--- config.mk ---
export PLATFORM = sky130hd
export DESIGN_NAME = multi_stop_color_gradient_core
export DESIGN_NICKNAME = d
export VERILOG_FILES = /design/src/design/mscg_pkg.sv /design/src/design/mscg_div.sv /design/src/design/multi_stop_color_gradient_core.sv
export SDC_FILE = /design/constraint.sdc
export NUM_CORES = 2
export LEC_CHECK = 0
export BUFFER_PORTS_ARGS = -buffer_cell sky130_fd_sc_hd__buf_2
export CORE_UTILIZATION = 60
export CTS_CLUSTER_DIAMETER = 120
export CTS_CLUSTER_SIZE = 25
export DETAILED_ROUTE_END_ITERATION = 16
export PLACE_DENSITY = 0.82
export SYNTH_ARGS = -nofsm -noshare
export SYNTH_HDL_FRONTEND = slang
export SYNTH_SLANG_ARGS = --single-unit
--- constraint.sdc ---
create_clock -name clk -period 16.8 [get_ports clk]
set_input_delay 0.84 -clock clk [delete_from_list [all_inputs] [get_ports clk]]
set_output_delay 0.84 -clock clk [all_outputs]
set_load 0.05 [all_outputs]
--- src/design/mscg_pkg.sv ---
`timescale 1ns / 1ps
`default_nettype none
// ============================================================================
// mscg_pkg
// Shared types and constants of the multi-stop color gradient core.
// ============================================================================
package mscg_pkg;

    // Number of stop registers in the register map.
    localparam int STOP_REGS = 7;

    // Configuration register index width and register indexes.
    localparam int CFG_INDEX_W = 3;
    localparam logic [CFG_INDEX_W-1:0] REG_STOP_COUNT = 3'd0;
    localparam logic [CFG_INDEX_W-1:0] REG_STOP_BASE  = 3'd1;

    // Color packing inside a stop register.
    localparam int COLOR_W   = 8;
    localparam int RGB_W     = 3 * COLOR_W;
    localparam int RED_LSB   = 2 * COLOR_W;
    localparam int GREEN_LSB = COLOR_W;
    localparam int BLUE_LSB  = 0;

    // Reset colors of the heat gradient.
    localparam logic [RGB_W-1:0] COLOR_GREEN  = 24'h00FF00;
    localparam logic [RGB_W-1:0] COLOR_YELLOW = 24'hFFFF00;
    localparam logic [RGB_W-1:0] COLOR_RED    = 24'hFF0000;

    // Reset value of the stop count register.
    localparam logic [CFG_INDEX_W-1:0] STOP_COUNT_RESET = 3'd3;

    // One-hot selection of a stop.
    typedef logic [STOP_REGS-1:0] stop_oh_t;

    // Segment endpoints that travel with an item through the divider.
    typedef struct packed {
        stop_oh_t lo_oh;
        stop_oh_t hi_oh;
    } seg_tag_t;

endpackage

`default_nettype wire

--- src/design/mscg_div.sv ---
`timescale 1ns / 1ps
`default_nettype none
// ============================================================================
// mscg_div
// Pipelined restoring divider, one quotient bit per stage.
// ============================================================================
module mscg_div
    import mscg_pkg::*;
#(
    parameter int VALUE_WIDTH   = 16,
    parameter int FRACTION_BITS = 16
)
(
    input  wire logic                     clk,
    input  wire logic                     rst_n,
    input  wire logic                     in_valid,
    output      logic                     in_ready,
    input  wire logic [VALUE_WIDTH-1:0]   in_num,
    input  wire logic [VALUE_WIDTH-1:0]   in_den,
    input  wire seg_tag_t                 in_tag,
    output      logic                     out_valid,
    input  wire logic                     out_ready,
    output      logic [FRACTION_BITS-1:0] out_quot,
    output      seg_tag_t                 out_tag
);

    // The numerator must be below the denominator, so the quotient of
    // (num << FRACTION_BITS) / den fits in FRACTION_BITS bits.

    logic                     vld_reg  [FRACTION_BITS];
    logic [VALUE_WIDTH-1:0]   rem_reg  [FRACTION_BITS];
    logic [VALUE_WIDTH-1:0]   den_reg  [FRACTION_BITS];
    logic [FRACTION_BITS-1:0] quot_reg [FRACTION_BITS];
    seg_tag_t                 tag_reg  [FRACTION_BITS];
    logic [FRACTION_BITS-1:0] stage_en;

    genvar s;
    generate
        for (s = 0; s < FRACTION_BITS; s++) begin : g_stage
            logic                     vld_in;
            logic [VALUE_WIDTH-1:0]   rem_in;
            logic [VALUE_WIDTH-1:0]   den_in;
            logic [FRACTION_BITS-1:0] quot_in;
            seg_tag_t                 tag_in;
            logic [VALUE_WIDTH:0]     shifted;
            logic [VALUE_WIDTH:0]     diff;
            logic                     fits;
            logic [VALUE_WIDTH-1:0]   rem_next;
            logic [FRACTION_BITS-1:0] quot_next;

            if (s == 0) begin : g_first
                assign vld_in  = in_valid;
                assign rem_in  = in_num;
                assign den_in  = in_den;
                assign quot_in = '0;
                assign tag_in  = in_tag;
            end
            else begin : g_rest
                assign vld_in  = vld_reg[s-1];
                assign rem_in  = rem_reg[s-1];
                assign den_in  = den_reg[s-1];
                assign quot_in = quot_reg[s-1];
                assign tag_in  = tag_reg[s-1];
            end

            if (s == FRACTION_BITS - 1) begin : g_en_last
                assign stage_en[s] = !vld_reg[s] || out_ready;
            end
            else begin : g_en_mid
                assign stage_en[s] = !vld_reg[s] || stage_en[s+1];
            end

            assign shifted   = {rem_in, 1'b0};
            assign diff      = shifted - {1'b0, den_in};
            assign fits      = (shifted >= {1'b0, den_in});
            assign rem_next  = fits ? diff[VALUE_WIDTH-1:0] : shifted[VALUE_WIDTH-1:0];
            assign quot_next = {quot_in[FRACTION_BITS-2:0], fits};

            always_ff @(posedge clk or negedge rst_n)
            begin
                if (!rst_n)
                begin
                    vld_reg[s] <= 1'b0;
                end
                else if (stage_en[s])
                begin
                    vld_reg[s] <= vld_in;
                end
            end

            always_ff @(posedge clk)
            begin
                if (stage_en[s] && vld_in)
                begin
                    rem_reg[s]  <= rem_next;
                    den_reg[s]  <= den_in;
                    quot_reg[s] <= quot_next;
                    tag_reg[s]  <= tag_in;
                end
            end
        end
    endgenerate

    assign in_ready  = stage_en[0];
    assign out_valid = vld_reg[FRACTION_BITS-1];
    assign out_quot  = quot_reg[FRACTION_BITS-1];
    assign out_tag   = tag_reg[FRACTION_BITS-1];

endmodule

`default_nettype wire

--- src/design/multi_stop_color_gradient_core.sv ---
`timescale 1ns / 1ps
`default_nettype none
// ============================================================================
// multi_stop_color_gradient_core
// Piecewise-linear color gradient over two to seven programmable stops.
// ============================================================================
// The core maps each incoming value to an RGB color. The value is clamped to
// the first and last stop positions, the segment lo <= value < hi is found,
// the fraction f = ((value - lo) << FRACTION_BITS) / (hi - lo) is formed with
// truncation, and each channel is blended as ((1 - f) * c_lo + f * c_hi)
// with halves rounding up. A value at the last stop gives the last color.
// The core accepts one transaction per clock cycle while in_stall is low and
// returns one result transaction per input, in order. The fraction divider
// resolves one quotient bit per pipeline stage. Every stage has its own
// valid bit and moves whenever the stage after it is empty or moving, so
// bubbles collapse and a stalled output does not stop the input while empty
// stages remain. Stop registers are written through the configuration port,
// which is always ready; writes are meant to happen while no transaction is
// in flight. After reset the stops form a green, yellow, red heat gradient.
// ============================================================================
module multi_stop_color_gradient_core
    import mscg_pkg::*;
#(
    parameter int MAX_STOPS     = 7,
    parameter int VALUE_WIDTH   = 16,
    parameter int FRACTION_BITS = 16
)
(
    input  wire logic                          clk,
    input  wire logic                          rst_n,
    // Configuration write channel.
    input  wire logic                          cfg_valid,
    output      logic                          cfg_ready,
    input  wire logic [CFG_INDEX_W-1:0]        cfg_index,
    input  wire logic [RGB_W+VALUE_WIDTH-1:0]  cfg_data,
    // Input channel.
    input  wire logic                          in_valid,
    output      logic                          in_stall,
    input  wire logic [VALUE_WIDTH-1:0]        value,
    // Output channel.
    output      logic                          out_valid,
    input  wire logic                          out_stall,
    output      logic [COLOR_W-1:0]            red,
    output      logic [COLOR_W-1:0]            green,
    output      logic [COLOR_W-1:0]            blue
);

    localparam int STOP_W = RGB_W + VALUE_WIDTH;
    localparam int PROD_W = FRACTION_BITS + COLOR_W + 2;
    localparam logic [CFG_INDEX_W-1:0] MIN_N = 3'd2;
    localparam logic [CFG_INDEX_W-1:0] MAX_N = CFG_INDEX_W'(MAX_STOPS);
    localparam logic [PROD_W-1:0] ROUND_HALF =
        {{(COLOR_W + 2){1'b0}}, 1'b1, {(FRACTION_BITS-1){1'b0}}};

    // ------------------------------------------------------------------
    // Configuration registers.
    // ------------------------------------------------------------------
    logic [CFG_INDEX_W-1:0] stop_count_reg;
    logic [STOP_W-1:0]      stops_reg [STOP_REGS];

    assign cfg_ready = 1'b1;

    always_ff @(posedge clk or negedge rst_n)
    begin
        if (!rst_n)
        begin
            stop_count_reg <= STOP_COUNT_RESET;
            stops_reg[0]   <= {{VALUE_WIDTH{1'b0}}, COLOR_GREEN};
            stops_reg[1]   <= {1'b1, {(VALUE_WIDTH-1){1'b0}}, COLOR_YELLOW};
            stops_reg[2]   <= {{VALUE_WIDTH{1'b1}}, COLOR_RED};
            for (int k = 3; k < STOP_REGS; k++)
            begin
                stops_reg[k] <= '0;
            end
        end
        else if (cfg_valid && cfg_ready)
        begin
            if (cfg_index == REG_STOP_COUNT)
            begin
                stop_count_reg <= cfg_data[CFG_INDEX_W-1:0];
            end
            for (int k = 0; k < STOP_REGS; k++)
            begin
                if (cfg_index == REG_STOP_BASE + CFG_INDEX_W'(k))
                begin
                    stops_reg[k] <= cfg_data;
                end
            end
        end
    end

    // Effective stop count and masks for all stages. The user must keep the
    // configuration static while transactions are in flight (not enforced).
    logic [CFG_INDEX_W-1:0] n_eff;
    stop_oh_t               active_mask;
    stop_oh_t               last_oh;
    logic [VALUE_WIDTH-1:0] stop_pos [STOP_REGS];

    always_comb
    begin
        if (stop_count_reg < MIN_N)
        begin
            n_eff = MIN_N;
        end
        else if (stop_count_reg > MAX_N)
        begin
            n_eff = MAX_N;
        end
        else
        begin
            n_eff = stop_count_reg;
        end
        for (int k = 0; k < STOP_REGS; k++)
        begin
            active_mask[k] = (CFG_INDEX_W'(k) < n_eff);
            last_oh[k]     = (CFG_INDEX_W'(k) == n_eff - 3'd1);
            stop_pos[k]    = stops_reg[k][STOP_W-1:RGB_W];
        end
    end

    // ------------------------------------------------------------------
    // Pipeline handshake: each stage advances when it is empty or when the
    // stage after it advances.
    // ------------------------------------------------------------------
    logic s1_vld_reg;
    logic s2_vld_reg;
    logic s3_vld_reg;
    logic b1_vld_reg;
    logic out_vld_reg;
    logic div_in_ready;
    logic div_out_valid;
    logic out_en;
    logic b1_en;
    logic s3_en;
    logic s2_en;
    logic s1_en;

    assign out_en   = !out_vld_reg || !out_stall;
    assign b1_en    = !b1_vld_reg || out_en;
    assign s3_en    = !s3_vld_reg || div_in_ready;
    assign s2_en    = !s2_vld_reg || s3_en;
    assign s1_en    = !s1_vld_reg || s2_en;
    assign in_stall = !s1_en;

    // ------------------------------------------------------------------
    // Stage 1: clamp the value to the first and last stop positions.
    // ------------------------------------------------------------------
    logic [VALUE_WIDTH-1:0] s1_value_reg;
    logic [VALUE_WIDTH-1:0] pos_last;
    logic [VALUE_WIDTH-1:0] raised;
    logic [VALUE_WIDTH-1:0] s1_value_next;

    always_comb
    begin
        pos_last = '0;
        for (int k = 0; k < STOP_REGS; k++)
        begin
            pos_last = pos_last | (last_oh[k] ? stop_pos[k] : '0);
        end
        raised        = (value < stop_pos[0]) ? stop_pos[0] : value;
        s1_value_next = (raised > pos_last) ? pos_last : raised;
    end

    // ------------------------------------------------------------------
    // Stage 2: find the first used stop above the value.
    // ------------------------------------------------------------------
    logic [VALUE_WIDTH-1:0] s2_value_reg;
    seg_tag_t               s2_tag_reg;
    logic                   s2_zero_reg;
    stop_oh_t               above;
    stop_oh_t               first_above;
    seg_tag_t               s2_tag_next;
    logic                   s2_zero_next;

    always_comb
    begin
        above[0] = 1'b0;
        for (int k = 1; k < STOP_REGS; k++)
        begin
            above[k] = active_mask[k] && (stop_pos[k] > s1_value_reg);
        end
        first_above = above & (~above + stop_oh_t'(1));
        if (above == '0)
        begin
            // The value sits at the last stop: blend with a zero fraction.
            s2_tag_next.lo_oh = last_oh;
            s2_tag_next.hi_oh = last_oh;
            s2_zero_next      = 1'b1;
        end
        else
        begin
            s2_tag_next.lo_oh = first_above >> 1;
            s2_tag_next.hi_oh = first_above;
            s2_zero_next      = 1'b0;
        end
    end

    // ------------------------------------------------------------------
    // Stage 3: form the divider operands.
    // ------------------------------------------------------------------
    logic [VALUE_WIDTH-1:0] s3_num_reg;
    logic [VALUE_WIDTH-1:0] s3_den_reg;
    seg_tag_t               s3_tag_reg;
    logic [VALUE_WIDTH-1:0] pos_lo;
    logic [VALUE_WIDTH-1:0] pos_hi;
    logic                   zero_frac;
    logic [VALUE_WIDTH-1:0] s3_num_next;
    logic [VALUE_WIDTH-1:0] s3_den_next;

    always_comb
    begin
        pos_lo = '0;
        pos_hi = '0;
        for (int k = 0; k < STOP_REGS; k++)
        begin
            pos_lo = pos_lo | (s2_tag_reg.lo_oh[k] ? stop_pos[k] : '0);
            pos_hi = pos_hi | (s2_tag_reg.hi_oh[k] ? stop_pos[k] : '0);
        end
        // A value below the lower stop only happens with unordered stops;
        // it takes the lower color.
        zero_frac = s2_zero_reg || (s2_value_reg < pos_lo);
        if (zero_frac)
        begin
            s3_num_next = '0;
            s3_den_next = VALUE_WIDTH'(1);
        end
        else
        begin
            s3_num_next = s2_value_reg - pos_lo;
            s3_den_next = pos_hi - pos_lo;
        end
    end

    always_ff @(posedge clk or negedge rst_n)
    begin
        if (!rst_n)
        begin
            s1_vld_reg <= 1'b0;
            s2_vld_reg <= 1'b0;
            s3_vld_reg <= 1'b0;
        end
        else
        begin
            if (s1_en)
            begin
                s1_vld_reg <= in_valid;
            end
            if (s2_en)
            begin
                s2_vld_reg <= s1_vld_reg;
            end
            if (s3_en)
            begin
                s3_vld_reg <= s2_vld_reg;
            end
        end
    end

    always_ff @(posedge clk)
    begin
        if (s1_en && in_valid)
        begin
            s1_value_reg <= s1_value_next;
        end
        if (s2_en && s1_vld_reg)
        begin
            s2_value_reg <= s1_value_reg;
            s2_tag_reg   <= s2_tag_next;
            s2_zero_reg  <= s2_zero_next;
        end
        if (s3_en && s2_vld_reg)
        begin
            s3_num_reg <= s3_num_next;
            s3_den_reg <= s3_den_next;
            s3_tag_reg <= s2_tag_reg;
        end
    end

    // ------------------------------------------------------------------
    // Fraction divider.
    // ------------------------------------------------------------------
    logic [FRACTION_BITS-1:0] div_quot;
    seg_tag_t                 div_tag;

    mscg_div #(
        .VALUE_WIDTH   (VALUE_WIDTH),
        .FRACTION_BITS (FRACTION_BITS)
    ) u_div (
        .clk       (clk),
        .rst_n     (rst_n),
        .in_valid  (s3_vld_reg),
        .in_ready  (div_in_ready),
        .in_num    (s3_num_reg),
        .in_den    (s3_den_reg),
        .in_tag    (s3_tag_reg),
        .out_valid (div_out_valid),
        .out_ready (b1_en),
        .out_quot  (div_quot),
        .out_tag   (div_tag)
    );

    // ------------------------------------------------------------------
    // Blend stage 1: f * (c_hi - c_lo) per channel.
    // ------------------------------------------------------------------
    logic [COLOR_W-1:0]       b1_base_reg [3];
    logic [PROD_W-1:0]        b1_prod_reg [3];
    logic [RGB_W-1:0]         rgb_lo;
    logic [RGB_W-1:0]         rgb_hi;
    logic [COLOR_W-1:0]       chan_lo   [3];
    logic [COLOR_W-1:0]       chan_hi   [3];
    logic signed [COLOR_W:0]  chan_diff [3];
    logic signed [PROD_W-1:0] prod_next [3];

    always_comb
    begin
        rgb_lo = '0;
        rgb_hi = '0;
        for (int k = 0; k < STOP_REGS; k++)
        begin
            rgb_lo = rgb_lo | (div_tag.lo_oh[k] ? stops_reg[k][RGB_W-1:0] : '0);
            rgb_hi = rgb_hi | (div_tag.hi_oh[k] ? stops_reg[k][RGB_W-1:0] : '0);
        end
        chan_lo[0] = rgb_lo[RED_LSB   +: COLOR_W];
        chan_lo[1] = rgb_lo[GREEN_LSB +: COLOR_W];
        chan_lo[2] = rgb_lo[BLUE_LSB  +: COLOR_W];
        chan_hi[0] = rgb_hi[RED_LSB   +: COLOR_W];
        chan_hi[1] = rgb_hi[GREEN_LSB +: COLOR_W];
        chan_hi[2] = rgb_hi[BLUE_LSB  +: COLOR_W];
        for (int c = 0; c < 3; c++)
        begin
            chan_diff[c] = $signed({1'b0, chan_hi[c]}) - $signed({1'b0, chan_lo[c]});
            prod_next[c] = PROD_W'($signed({1'b0, div_quot})) * PROD_W'(chan_diff[c]);
        end
    end

    // ------------------------------------------------------------------
    // Blend stage 2: c_lo * 2^FB + product + half, then drop the fraction.
    // ------------------------------------------------------------------
    logic [COLOR_W-1:0] red_reg;
    logic [COLOR_W-1:0] green_reg;
    logic [COLOR_W-1:0] blue_reg;
    logic [PROD_W-1:0]  blend_sum [3];

    always_comb
    begin
        for (int c = 0; c < 3; c++)
        begin
            blend_sum[c] = {2'b00, b1_base_reg[c], {FRACTION_BITS{1'b0}}}
                           + b1_prod_reg[c] + ROUND_HALF;
        end
    end

    always_ff @(posedge clk or negedge rst_n)
    begin
        if (!rst_n)
        begin
            b1_vld_reg  <= 1'b0;
            out_vld_reg <= 1'b0;
        end
        else
        begin
            if (b1_en)
            begin
                b1_vld_reg <= div_out_valid;
            end
            if (out_en)
            begin
                out_vld_reg <= b1_vld_reg;
            end
        end
    end

    always_ff @(posedge clk)
    begin
        if (b1_en && div_out_valid)
        begin
            for (int c = 0; c < 3; c++)
            begin
                b1_base_reg[c] <= chan_lo[c];
                b1_prod_reg[c] <= prod_next[c];
            end
        end
        if (out_en && b1_vld_reg)
        begin
            red_reg   <= blend_sum[0][FRACTION_BITS +: COLOR_W];
            green_reg <= blend_sum[1][FRACTION_BITS +: COLOR_W];
            blue_reg  <= blend_sum[2][FRACTION_BITS +: COLOR_W];
        end
    end

    assign out_valid = out_vld_reg;
    assign red       = red_reg;
    assign green     = green_reg;
    assign blue      = blue_reg;

endmodule

`default_nettype wire

==> results.py <==
metrics = {
    "job": {
        "maxCapViolCount": 0,
    },
    "detailed_routing": {
        "ant_nets": 0,
        "drtIter0Drc": 6048,
        "firstDrtPassIters": 10,
        "via_count": 53182,
        "wirelength_um": 196000,
        "vias_per_cell": 6.32,
        "drc": 0,
        "wire_per_inst_um": 23.3,
    },
    "synthesis": {
        "synth_top_family_by_area": "adder cells",
        "async_flop_share_pct": 23.2,
        "synth-xor-area-share_pct": 2.46,
        "ys.flop_type": "edfxtp_1",
        "synthCells": 6570,
        "synthesis.area_um2": 79100,
        "synth_fa_ha_area_share_pct": 18.0,
        "ys_ff_latch": 1312,
        "synth_cell_types": 92,
        "syn_area_per_cell_um2": 12.0,
        "synth_most_common_cell": "edfxtp_1",
        "synth_top_area_share_pct": 38.3,
        "synth_top_area_cell": "edfxtp_1",
        "seq_area_frac_synth_pct": 48.0,
        "yosys.area_share.simple_pct": 10.2,
        "synth-edff-count": 1008,
        "synth_commonest_cells": "edfxtp_1, inv_1, ha_1",
        "synth.net_count": 7579,
        "yosysWarnings": 0,
        "synth_compound_area_share_pct": 10.4,
        "synth.area.top_cells": "edfxtp_1, ha_1, fa_1",
        "synth.area.mux_share_pct": 6.70,
    },
    "placed_design": {
        "gp_congestion": 0.937,
        "numPortBuffers": 89,
        "hpwlAfterDp_um": 139000,
    },
    "clock_tree": {
        "htreeDepth": 2,
        "clk_latency_ns": 0.75,
        "cts_tree": "done",
        "numCtsBuffers": 60,
        "cts_resized": 0,
        "clk_path_buf_depth": 3,
        "cts_hold_buf": 0,
        "clkSinkCount": 1312,
        "post-cts-setup-buffers": 0,
        "cts_root_buffer": "clkbuf_16",
        "clk_pin_slew_ns": 0.10,
    },
    "sta": {
        "setup_viol": 0,
        "setup_tns_ns": 0,
        "hold_viol_final": 0,
        "clock.fmax_mhz": 109,
        "finClkSkew_ns": 0.0407,
        "worst_slew_pin_slew_ns": 1.18,
        "max-slew-margin-rel_pct": 21.4,
        "slew_viol_final": 0,
        "period_minus_slack_ns": 9.21,
        "post-route-period-util_pct": 54.8,
        "rsz0062_at_grt": "no",
    },
    "die": {
        "io_pins": 91,
        "start_util_pct": 60.8,
        "coreArea_um2": 130000,
        "die_h_um": 365,
        "die_x_um": 365,
        "dieArea_um2": 133000,
        "rows": 132,
    },
    "critical_path": {
        "criticalPathCategory": "reg2reg",
        "crit_path_frequent_cell": "fa_1",
        "worstPathRequired_ns": 17.29,
        "cp.buffers_inverters": 4,
        "cpLargestDelayFamily": "compound AO/OA/AOI/OAI gates",
        "crit_fanout": 24,
        "cpMaxStageDelayCell": "edfxtp_1",
        "end_kind": "flip-flop",
        "slowest_delay_ns": 1.14,
        "r2r_slack_ns": 7.59,
        "cp_data_arrival_time_ns": 9.70,
        "critPathLaunchType": "flip-flop",
    },
    "global_routing": {
        "grt_max_degree": 93,
        "grt_pass1_vias": 54193,
        "grt_first_pass_wirelength_um": 304000,
        "grt_usage_pct": 29.4,
        "grt_overflow_total": 0,
        "antenna_found_initial": 11,
    },
    "finish": {
        "areaGrowthSynthToFinish_pct": 5.59,
        "fin_nets": 7623,
        "drive_gt1_share_pct": 12.4,
    },
    "outcome": {
        "run_status": "finished clean",
    },
    "hold_path": {
        "hold_path_class": "in2async",
    },
}
==> kinds of logic (layout without fill, tap and decap cells) <==
group / Yosys count / count (layout)
other: 1 / 4
muxes: 473 / 473
adders and majority gates: 945 / 945
buffers and inverters: 892 / 987
xor gates and xnor gates: 222 / 222
DFF: 1312 / 1312
AOI/OAI and AO/OA: 1170 / 1170
and+or+nand+nor: 1555 / 1555
==> through the flow <==
stage	hold WS, ns	cell area [um^2]	instances	setup slack [ns]	utilization, %
final	0.133	83500	8410	7.59	64.2
after global routing	0.178	83500	8408	7.17	64.1
after CTS	0.126	83500	8407	7.76	64.1
after detailed placement	0.405	81700	8294	7.83	62.8
after global placement	0.400	81700	8294	7.87	62.8
after floorplan	0.400	79100	6570	9.18	-
==> cells in the final DEF, fill, tap and decap left out, types with 83 or more instances in the layout <==
cell type	count
edfxtp_1	1008
inv_1	696
ha_1	628
mux2_2	419
nor2_1	343
fa_1	317
nand2_1	293
a21oi_1	266
dfrtp_1	253
and2_1	194
o21ai_0	169
a22oi_1	164
xnor2_1	164
nand3_1	118
a222oi_1	110
nor3_1	95
a21o_1	93
buf_2	88
buf_4	87
nand2b_1	83
==> worst reg2reg max path, delay by kind of cell, from the launching register on <==
| family | cells | cell delay [ns] |
|---|---|---|
| AOI/OAI and AO/OA | 14 | 3.43 |
| adders and majority gates | 7 | 3.13 |
| DFF | 1 | 1.14 |
| and+or+nand+nor | 3 | 0.83 |
| buffers and inverters | 4 | 0.35 |
| xor gates and xnor gates | 1 | 0.08 |
==> final timing paths <==
path,from,cells after the start,endpoint
setup / recovery,u_div.tag_reg[1][100]$_DFFE_PP_,29,b1_prod_reg[0][23]$_DFFE_PP_
hold / removal,rst_n,1,stop_pos[11]$_DFFE_PN0P_
setup reg to reg,u_div.tag_reg[1][100]$_DFFE_PP_,29,b1_prod_reg[0][23]$_DFFE_PP_
hold reg to reg,u_div.tag_reg[1][48]$_DFFE_PP_,0,u_div.tag_reg[1][62]$_DFFE_PP_
max in group asynchronous,rst_n,3,stops_reg[14]$_DFFE_PN0P_
min in group clk,in_valid,2,s1_vld_reg$_DFFE_PN0N_
==> layout make-up <==
| class | instances | area (um^2) |
|---|---|---|
| Fill cell | 9642 | 46700 |
| Timing Repair Buffer | 176 | 1110 |
| Antenna cell | 3 | 7.51 |
| Clock buffer | 106 | 1720 |
| Multi-Input combinational cell | 4366 | 37800 |
| Clock inverter | 7 | 85.1 |
| Inverter | 698 | 2620 |
| Tap cell | 1742 | 2180 |
| Sequential cell | 1312 | 37900 |
==> per-layer routing <==
layer | track usage [%] | routed length, um
met5 | 0 | 79
met3 | 4.96 | 14900
met2 | 49.7 | 94800
met4 | 12.6 | 8870
met1 | 37.4 | 76900
Power is left out: the tool's default activity adds up to more than one toggle a clock period on the data nets, which glitch-free logic cannot reach.
